[src/bsfp_pkg.sv]
package bsfp_pkg;

    // Field and counter widths, limits and the stuffing pattern length
    localparam int unsigned CNT_W        = 7;
    localparam int unsigned KIND_W       = 2;
    localparam int unsigned PAD_MAX      = 64;
    localparam int unsigned COUNT_MAX    = 127;
    localparam int unsigned PATTERN_ONES = 5;
    localparam int unsigned PROG_W       = 3;

    // Default depth of the command queue between front and back
    localparam int unsigned CMD_DEPTH = 4;

    // Kind codes on the result port
    typedef enum logic [KIND_W-1:0] {
        KIND_DATA  = 2'd0,
        KIND_STUFF = 2'd1,
        KIND_PAD   = 2'd2
    } kind_t;

    // Back-end emit phase
    typedef enum logic [1:0] {
        PH_DATA,
        PH_STUFF,
        PH_PAD
    } phase_t;

    // One classified input bit: data, optional stuffed zero, then pad zeros
    typedef struct packed {
        logic             data_bit;
        logic             stuff;
        logic             last;
        logic [CNT_W-1:0] pad_cnt;
    } cmd_t;

endpackage

[src/bit_stuffer_with_frame_padding.sv]
// An input bit enters the command queue, then the back-end word register that
// drives the result ports. One bit in and one word out per cycle while pop is
// held; stuffed and pad zeros each take an output word, during which the
// command queue (CMD_DEPTH entries) absorbs input until it fills.
// Reset: asynchronous, active low; clears match state, counters and queues,
// and sets padded_length to 64.
module bit_stuffer_with_frame_padding #(
    parameter int unsigned CMD_DEPTH = bsfp_pkg::CMD_DEPTH
) (
    input  logic                        clk,
    input  logic                        rst_n,
    input  logic                        padded_length_wr,
    input  logic [bsfp_pkg::CNT_W-1:0]  padded_length,
    input  logic                        push,
    output logic                        full,
    input  logic                        data_bit,
    input  logic                        frame_end,
    output logic                        empty,
    input  logic                        pop,
    output logic                        out_bit,
    output logic [bsfp_pkg::KIND_W-1:0] out_kind,
    output logic                        out_last
);
    import bsfp_pkg::*;

    cmd_t cmd;
    cmd_t q_data;
    logic accept;
    logic q_rd;
    logic q_empty;

    assign accept = push && !full;

    // Front: classify each bit, track pattern and frame length
    bsfp_front u_front (
        .clk              (clk),
        .rst_n            (rst_n),
        .padded_length_wr (padded_length_wr),
        .padded_length    (padded_length),
        .accept           (accept),
        .data_bit         (data_bit),
        .frame_end        (frame_end),
        .cmd              (cmd)
    );

    // Command queue between front and back
    bsfp_cmd_fifo #(
        .DEPTH (CMD_DEPTH)
    ) u_fifo (
        .clk     (clk),
        .rst_n   (rst_n),
        .wr      (accept),
        .wr_data (cmd),
        .rd      (q_rd),
        .rd_data (q_data),
        .full    (full),
        .empty   (q_empty)
    );

    // Back: expand each command into output words
    bsfp_back u_back (
        .clk      (clk),
        .rst_n    (rst_n),
        .q_empty  (q_empty),
        .q_data   (q_data),
        .q_rd     (q_rd),
        .pop      (pop),
        .empty    (empty),
        .out_bit  (out_bit),
        .out_kind (out_kind),
        .out_last (out_last)
    );

    // Inserted zeros are always zero
    a_zero_fill: assert property (@(posedge clk) disable iff (!rst_n)
        (!empty && (out_kind == KIND_STUFF || out_kind == KIND_PAD)) |-> !out_bit)
        else $error("stuffed or pad word carries a one");

    // Padding runs without a gap until the frame's last word
    a_pad_run: assert property (@(posedge clk) disable iff (!rst_n)
        (!empty && pop && out_kind == KIND_PAD && !out_last)
        |=> (!empty && out_kind == KIND_PAD))
        else $error("pad run broken before frame end");

    // Pad count never exceeds the max padded length, only on frame end
    a_pad_bound: assert property (@(posedge clk) disable iff (!rst_n)
        accept |-> (cmd.pad_cnt <= CNT_W'(PAD_MAX) && (cmd.last || cmd.pad_cnt == '0)))
        else $error("pad count out of range");

endmodule

[src/bsfp_front.sv]
module bsfp_front (
    input  logic                    clk,
    input  logic                    rst_n,
    input  logic                    padded_length_wr,
    input  logic [bsfp_pkg::CNT_W-1:0] padded_length,
    input  logic                    accept,
    input  logic                    data_bit,
    input  logic                    frame_end,
    output bsfp_pkg::cmd_t          cmd
);
    import bsfp_pkg::*;

    logic [CNT_W-1:0]  pad_len_reg;
    logic [CNT_W-1:0]  pad_len_next;
    logic [PROG_W-1:0] prog_reg;
    logic [PROG_W-1:0] prog_next;
    logic [CNT_W-1:0]  count_reg;
    logic [CNT_W-1:0]  count_next;
    logic              stuff;
    logic [CNT_W:0]    count_sum;
    logic [CNT_W-1:0]  count_after;
    logic [CNT_W-1:0]  pad_cnt;

    // Config register, clamped to the max pad length
    always_comb
    begin
        pad_len_next = pad_len_reg;
        if (padded_length_wr)
        begin
            if (padded_length > CNT_W'(PAD_MAX))
                pad_len_next = CNT_W'(PAD_MAX);
            else
                pad_len_next = padded_length;
        end
    end

    // Pattern tracking: a 0 then five 1s triggers a stuffed zero
    assign stuff = data_bit && (prog_reg == PROG_W'(PATTERN_ONES));

    always_comb
    begin
        prog_next = prog_reg;
        if (accept)
        begin
            if (frame_end)
                prog_next = '0;
            else if (!data_bit)
                prog_next = PROG_W'(1);
            else if (stuff)
                prog_next = '0;
            else if (prog_reg != '0)
                prog_next = prog_reg + PROG_W'(1);
        end
    end

    // Saturating output count and pad length for this frame
    assign count_sum   = {1'b0, count_reg} + (CNT_W+1)'(1) + {{CNT_W{1'b0}}, stuff};
    assign count_after = (count_sum > (CNT_W+1)'(COUNT_MAX)) ? CNT_W'(COUNT_MAX)
                                                             : count_sum[CNT_W-1:0];
    assign pad_cnt     = (frame_end && (count_after < pad_len_reg))
                         ? (pad_len_reg - count_after) : '0;

    always_comb
    begin
        count_next = count_reg;
        if (accept)
            count_next = frame_end ? '0 : count_after;
    end

    always_comb
    begin
        cmd.data_bit = data_bit;
        cmd.stuff    = stuff;
        cmd.last     = frame_end;
        cmd.pad_cnt  = pad_cnt;
    end

    always_ff @(posedge clk or negedge rst_n)
    begin
        if (!rst_n)
        begin
            pad_len_reg <= CNT_W'(PAD_MAX);
            prog_reg    <= '0;
            count_reg   <= '0;
        end
        else
        begin
            pad_len_reg <= pad_len_next;
            prog_reg    <= prog_next;
            count_reg   <= count_next;
        end
    end

endmodule

[src/bsfp_cmd_fifo.sv]
module bsfp_cmd_fifo #(
    parameter int unsigned DEPTH = bsfp_pkg::CMD_DEPTH
) (
    input  logic           clk,
    input  logic           rst_n,
    input  logic           wr,
    input  bsfp_pkg::cmd_t wr_data,
    input  logic           rd,
    output bsfp_pkg::cmd_t rd_data,
    output logic           full,
    output logic           empty
);
    import bsfp_pkg::*;

    localparam int unsigned PW = (DEPTH > 1) ? $clog2(DEPTH) : 1;
    localparam int unsigned CW = $clog2(DEPTH + 1);

    cmd_t          mem [DEPTH];
    logic [PW-1:0] wr_ptr_reg;
    logic [PW-1:0] wr_ptr_next;
    logic [PW-1:0] rd_ptr_reg;
    logic [PW-1:0] rd_ptr_next;
    logic [CW-1:0] cnt_reg;
    logic [CW-1:0] cnt_next;
    logic          do_wr;
    logic          do_rd;

    assign full    = (cnt_reg == CW'(DEPTH));
    assign empty   = (cnt_reg == '0);
    assign do_wr   = wr && !full;
    assign do_rd   = rd && !empty;
    assign rd_data = mem[rd_ptr_reg];

    // Pointer wrap and occupancy
    always_comb
    begin
        wr_ptr_next = wr_ptr_reg;
        rd_ptr_next = rd_ptr_reg;
        if (do_wr)
            wr_ptr_next = (wr_ptr_reg == PW'(DEPTH - 1)) ? '0 : wr_ptr_reg + PW'(1);
        if (do_rd)
            rd_ptr_next = (rd_ptr_reg == PW'(DEPTH - 1)) ? '0 : rd_ptr_reg + PW'(1);
        cnt_next = cnt_reg + CW'(do_wr) - CW'(do_rd);
    end

    // Storage
    always_ff @(posedge clk)
    begin
        if (do_wr)
            mem[wr_ptr_reg] <= wr_data;
    end

    always_ff @(posedge clk or negedge rst_n)
    begin
        if (!rst_n)
        begin
            wr_ptr_reg <= '0;
            rd_ptr_reg <= '0;
            cnt_reg    <= '0;
        end
        else
        begin
            wr_ptr_reg <= wr_ptr_next;
            rd_ptr_reg <= rd_ptr_next;
            cnt_reg    <= cnt_next;
        end
    end

endmodule

[src/bsfp_back.sv]
module bsfp_back (
    input  logic                        clk,
    input  logic                        rst_n,
    input  logic                        q_empty,
    input  bsfp_pkg::cmd_t              q_data,
    output logic                        q_rd,
    input  logic                        pop,
    output logic                        empty,
    output logic                        out_bit,
    output logic [bsfp_pkg::KIND_W-1:0] out_kind,
    output logic                        out_last
);
    import bsfp_pkg::*;

    phase_t           phase_reg;
    phase_t           phase_next;
    logic             valid_reg;
    logic             valid_next;
    logic             bit_reg;
    logic             bit_next;
    logic             stuff_reg;
    logic             stuff_next;
    logic             last_reg;
    logic             last_next;
    logic [CNT_W-1:0] pad_reg;
    logic [CNT_W-1:0] pad_next;
    logic             final_word;
    logic             take;
    logic             load;

    // Word being shown is the final one of its command
    always_comb
    begin
        case (phase_reg)
            PH_DATA:  final_word = !stuff_reg && (pad_reg == '0);
            PH_STUFF: final_word = (pad_reg == '0);
            PH_PAD:   final_word = (pad_reg == CNT_W'(1));
            default:  final_word = 1'b1;
        endcase
    end

    assign take = valid_reg && pop;
    assign load = (!valid_reg || (take && final_word)) && !q_empty;
    assign q_rd = load;

    // Next state
    always_comb
    begin
        phase_next = phase_reg;
        valid_next = valid_reg;
        bit_next   = bit_reg;
        stuff_next = stuff_reg;
        last_next  = last_reg;
        pad_next   = pad_reg;
        if (load)
        begin
            phase_next = PH_DATA;
            valid_next = 1'b1;
            bit_next   = q_data.data_bit;
            stuff_next = q_data.stuff;
            last_next  = q_data.last;
            pad_next   = q_data.pad_cnt;
        end
        else if (take)
        begin
            if (final_word)
                valid_next = 1'b0;
            else
            begin
                case (phase_reg)
                    PH_DATA:  phase_next = stuff_reg ? PH_STUFF : PH_PAD;
                    PH_STUFF: phase_next = PH_PAD;
                    PH_PAD:   pad_next   = pad_reg - CNT_W'(1);
                    default:  phase_next = PH_DATA;
                endcase
            end
        end
    end

    // Outputs
    always_comb
    begin
        empty    = !valid_reg;
        out_last = last_reg && final_word;
        case (phase_reg)
            PH_DATA:
            begin
                out_bit  = bit_reg;
                out_kind = KIND_DATA;
            end
            PH_STUFF:
            begin
                out_bit  = 1'b0;
                out_kind = KIND_STUFF;
            end
            PH_PAD:
            begin
                out_bit  = 1'b0;
                out_kind = KIND_PAD;
            end
            default:
            begin
                out_bit  = 1'b0;
                out_kind = KIND_DATA;
            end
        endcase
    end

    always_ff @(posedge clk or negedge rst_n)
    begin
        if (!rst_n)
        begin
            phase_reg <= PH_DATA;
            valid_reg <= 1'b0;
        end
        else
        begin
            phase_reg <= phase_next;
            valid_reg <= valid_next;
        end
    end

    // Payload
    always_ff @(posedge clk)
    begin
        bit_reg   <= bit_next;
        stuff_reg <= stuff_next;
        last_reg  <= last_next;
        pad_reg   <= pad_next;
    end

endmodule

[config.mk]
export PLATFORM = sky130hd
export DESIGN_NAME = bit_stuffer_with_frame_padding
export DESIGN_NICKNAME = d
export VERILOG_FILES = /design/src/bsfp_pkg.sv /design/src/bit_stuffer_with_frame_padding.sv /design/src/bsfp_front.sv /design/src/bsfp_cmd_fifo.sv /design/src/bsfp_back.sv
export SDC_FILE = /design/constraint.sdc
export NUM_CORES = 1
export LEC_CHECK = 0
export ABC_AREA = 1
export BUFFER_PORTS_ARGS = -buffer_cell sky130_fd_sc_hd__buf_2
export CAP_MARGIN = 20
export CELL_PAD_IN_SITES_DETAIL_PLACEMENT = 0
export CELL_PAD_IN_SITES_GLOBAL_PLACEMENT = 1
export CORE_ASPECT_RATIO = 0.9
export CORE_MARGIN = 3
export CORE_UTILIZATION = 52
export DETAILED_ROUTE_END_ITERATION = 12
export GPL_ROUTABILITY_DRIVEN = 0
export PLACE_DENSITY = 0.94
export SLEW_MARGIN = 20
export SYNTH_ARGS = -nofsm -noshare
export SYNTH_HDL_FRONTEND = slang
export SYNTH_SLANG_ARGS = --single-unit
[constraint.sdc]
create_clock -name clk -period 8.67 [get_ports clk]
set_input_delay 0.867 -clock clk [delete_from_list [all_inputs] [get_ports clk]]
set_output_delay 0.867 -clock clk [all_outputs]
set_load 0.05 [all_outputs]
==> out/results.tsv <==
stage	metric	value	unit
job	max_cap_viol_count	0	
sta	rsz0062_at_grt	false	
logic_synthesis	synthMostInstantiatedCell	nand2_1	
sta	finalSetupTns	0	ps
clock_network	htree_levels	3	
routing	routed_via_density	5.232	
pwr	comb_power_share	0.384	
pwr	internal_power	0.0008177	W
logic_synthesis	syn_area	3926	um2
global_route	grt_pass1_wl	11.87	mm
pwr	p_switching	0.0005352	W
min_path	min_path_cells	2	
clock_network	cts_made_buffers	9	
pwr	power_leakage	1.867	nW
sta	setup_violations	0	
final_layout	area_growth	8.859	%
logic_synthesis	yosys_warnings	0	
logic_synthesis	async_flop_share	0.3506	
global_route	grt_max_degree	28	
final_layout	instances_no_fill	517	
setup_path	worstPathArrival	3570	ps
setup_path	reg2regPathDepth	16	
logic_synthesis	ys_seq_area_frac	0.5548	
routing	routed_wl	7.212	mm
sta	fmax	284.3	MHz
logic_synthesis	synth_area_per_cell	9.915	um2
sta	skew	9.070	ps
sta	slew_violations	0	
logic_synthesis	ys_seq_elements	77	
logic_synthesis	synthXorXnorAreaFrac	0.02231	
logic_synthesis	synth.area.top_cells	edfxtp_1, dfrtp_1, ha_1	
clock_network	cts_tree	done	
sta	finalCritPeriodShare	0.4057	
final_layout	top_register	u_fifo.mem	
floorplanning	die_y	88.44	um
final_layout	nNetsFinal	456	
logic_synthesis	synth_top_family_by_area	simple AND/OR/NAND/NOR gates	
logic_synthesis	postSynthCellCount	396	
routing	drtPass1Iterations	4	
setup_path	worstSetupPathType	input port to flop	
pwr	p_total	0.001353	W
clock_network	path_clk_slew	70	ps
clock_network	cts_sinks	77	
clock_network	cts_hold_buf	0	
logic_synthesis	synth_nets	433	
setup_path	worst_ep_required_time	8720	ps
floorplanning	rows	29	
pwr	ir_drop	0.2169	mV
logic_synthesis	netlist.top_cell.by_area	edfxtp_1	
clock_network	cts_setup_buffers	0	
pwr	power_density	316.5	nW/um2
final_layout	multi_input_area	1501	um2
final_layout	antenna_cells	0	
placed_design	placedCellCount	501	
logic_synthesis	synth.distinct_cells	38	
global_route	antenna_found_initial	0	
pwr	sw_frac_of_total	0.3956	
logic_synthesis	synth_flop_cell	edfxtp_1	
final_layout	largest_reg_flops	40	
final_layout	drive_gt1_frac	0.1509	
routing	drcViolationCount	0	
clock_network	clk_latency	340	ps
sta	final.min_clock_period	3518	ps
final_layout	regArea	2178	um2
global_route	track_usage	0.1774	
sta	max_slew_margin	0.3220	
routing	wire_per_inst	13.95	um
routing	vias	2705	
setup_path	worstSetupEndpointType	flop	
final_layout	finalCoreUtilization	0.5949	
final_layout	nFillCells	624	
routing	drt_iter0_drc	167	
routing	ant_nets	0	
logic_synthesis	synth_top_area_frac	0.3824	
logic_synthesis	synth-edff-count	50	
global_route	grt_pass1_vias	2556	
clock_network	cts_resized	0	
setup_path	critPathMaxFanout	9	
floorplanning	core	7184	um2
global_route	overflow	0	
clock_network	clk_path_buf_depth	2	
sta	worst_pin_slew	1013	ps
min_path	holdCritPathClass	flop to flop	
clock_network	cts_root_buf	clkbuf_8	
logic_synthesis	synthMuxAreaShare	0	
logic_synthesis	synth-simple-area-share	0.1740	
setup_path	start_kind	input port	
logic_synthesis	synth_commonest_cells	nand2_1, nor2_1, edfxtp_1	
pwr	pwr-share-clk	0.177	
placed_design	hpwl	5.233	mm
run_status	status	completed	
logic_synthesis	synth_fa_ha_area_frac	0.07712	
floorplanning	ios	20	
floorplanning	die_x	97.60	um
pwr	seq_power_share	0.439	
floorplanning	start_util	0.5465	
sta	hold_viol_final	0	
placed_design	port_buffers	19	
logic_synthesis	synth-compound-area-share	0.1090	
floorplanning	dieArea	8631	um2
[routing by layer]
layer | vias up | global-route usage | wire length (um)
li1 | 1379 | - | -
met1 | 1263 | 0.2247 | 3341
met2 | 55 | 0.2999 | 3522
met3 | 8 | 0.04807 | 263
met4 | 0 | 0.06164 | 85
met5 | - | 0 | 0
[cell usage in the layout (no fill, tap or decap), types with 2 or more instances in the layout]
cell and count:
nand3_1 19, edfxtp_1 50, o21ai_1 6, nand2_2 7, nand2_1 58, o21ai_2 6
inv_1 47, o22ai_1 14, xor2_1 6, nor2_1 54, dfrtp_1 26, a21oi_1 11
xnor2_1 4, fa_1 2, o21ai_0 28, inv_2 5, clkbuf_1 2, buf_2 19
o21a_1 2, clkinvlp_4 2, nand2_4 2, clkbuf_8 11, nor2_2 3, nand4_1 3
ha_1 21
[power groups by stage]
stage	Sequential, W	Clock (W)	Combinational (W)
floorplan	0.000567	0	0.000431
CTS	0.000592	0.000246	0.000523
global route	0.000606	0.000261	0.000591
detailed placement	0.000599	0	0.000520
finish	0.000593	0.000239	0.000520
global placement	0.000593	0	0.000502
[worst max-delay path, stage by stage]
cell	delay, ps
buf_2	170
nand3_1	200
ha_1	250
inv_1	70
nand3_1	110
nor3_2	180
nand3_1	140
inv_1	140
a21oi_1	80
ha_1	340
a21oi_1	130
o21ai_1	120
nor3b_1	160
o21ai_1	420
nor2_1	180
[metrics by stage]
stage	worst slack (ps)	area [um2]	hold slack, ps
after floorplan	5464	3926	455.3
after global placement	4932	4095	477.7
after detailed placement	4778	4095	473.1
after CTS	5149	4274	495.5
after global routing	4863	4274	537.4
final	5152	4274	495.1
[final cells by class]
cell class	count	area share
Inverter	53	0.04772
Clock inverter	3	0.004684
Multi-Input combinational cell	259	0.3513
Sequential cell	77	0.5097
Tap cell	93	0.02722
Timing Repair Buffer	19	0.02225
Clock buffer	13	0.03718
[path summary, 6_finish.rpt]
check	start	endpoint	slack [ps]
max reg2reg	u_front.prog_reg[1]	u_fifo.mem[0][0]	5270
min in group asynchronous	rst_n	u_back.valid_reg	530
min reg2reg	u_front.pad_len_reg[5]	u_front.pad_len_reg[5]	500
max in group asynchronous	rst_n	u_front.count_reg[4]	7720
max	data_bit	u_fifo.mem[0][0]	5150
min	u_front.pad_len_reg[5]	u_front.pad_len_reg[5]	500
[logic make-up (layout without fill, tap and decap cells)]
logic type	count (synthesis)	after routing
simple gates	154	154
compound gates	72	72
flops	77	77
xor+xnor	10	10
buf+inv	60	88
fa+ha+maj	23	23
No activity file was read; power rests on OpenSTA's default activity.
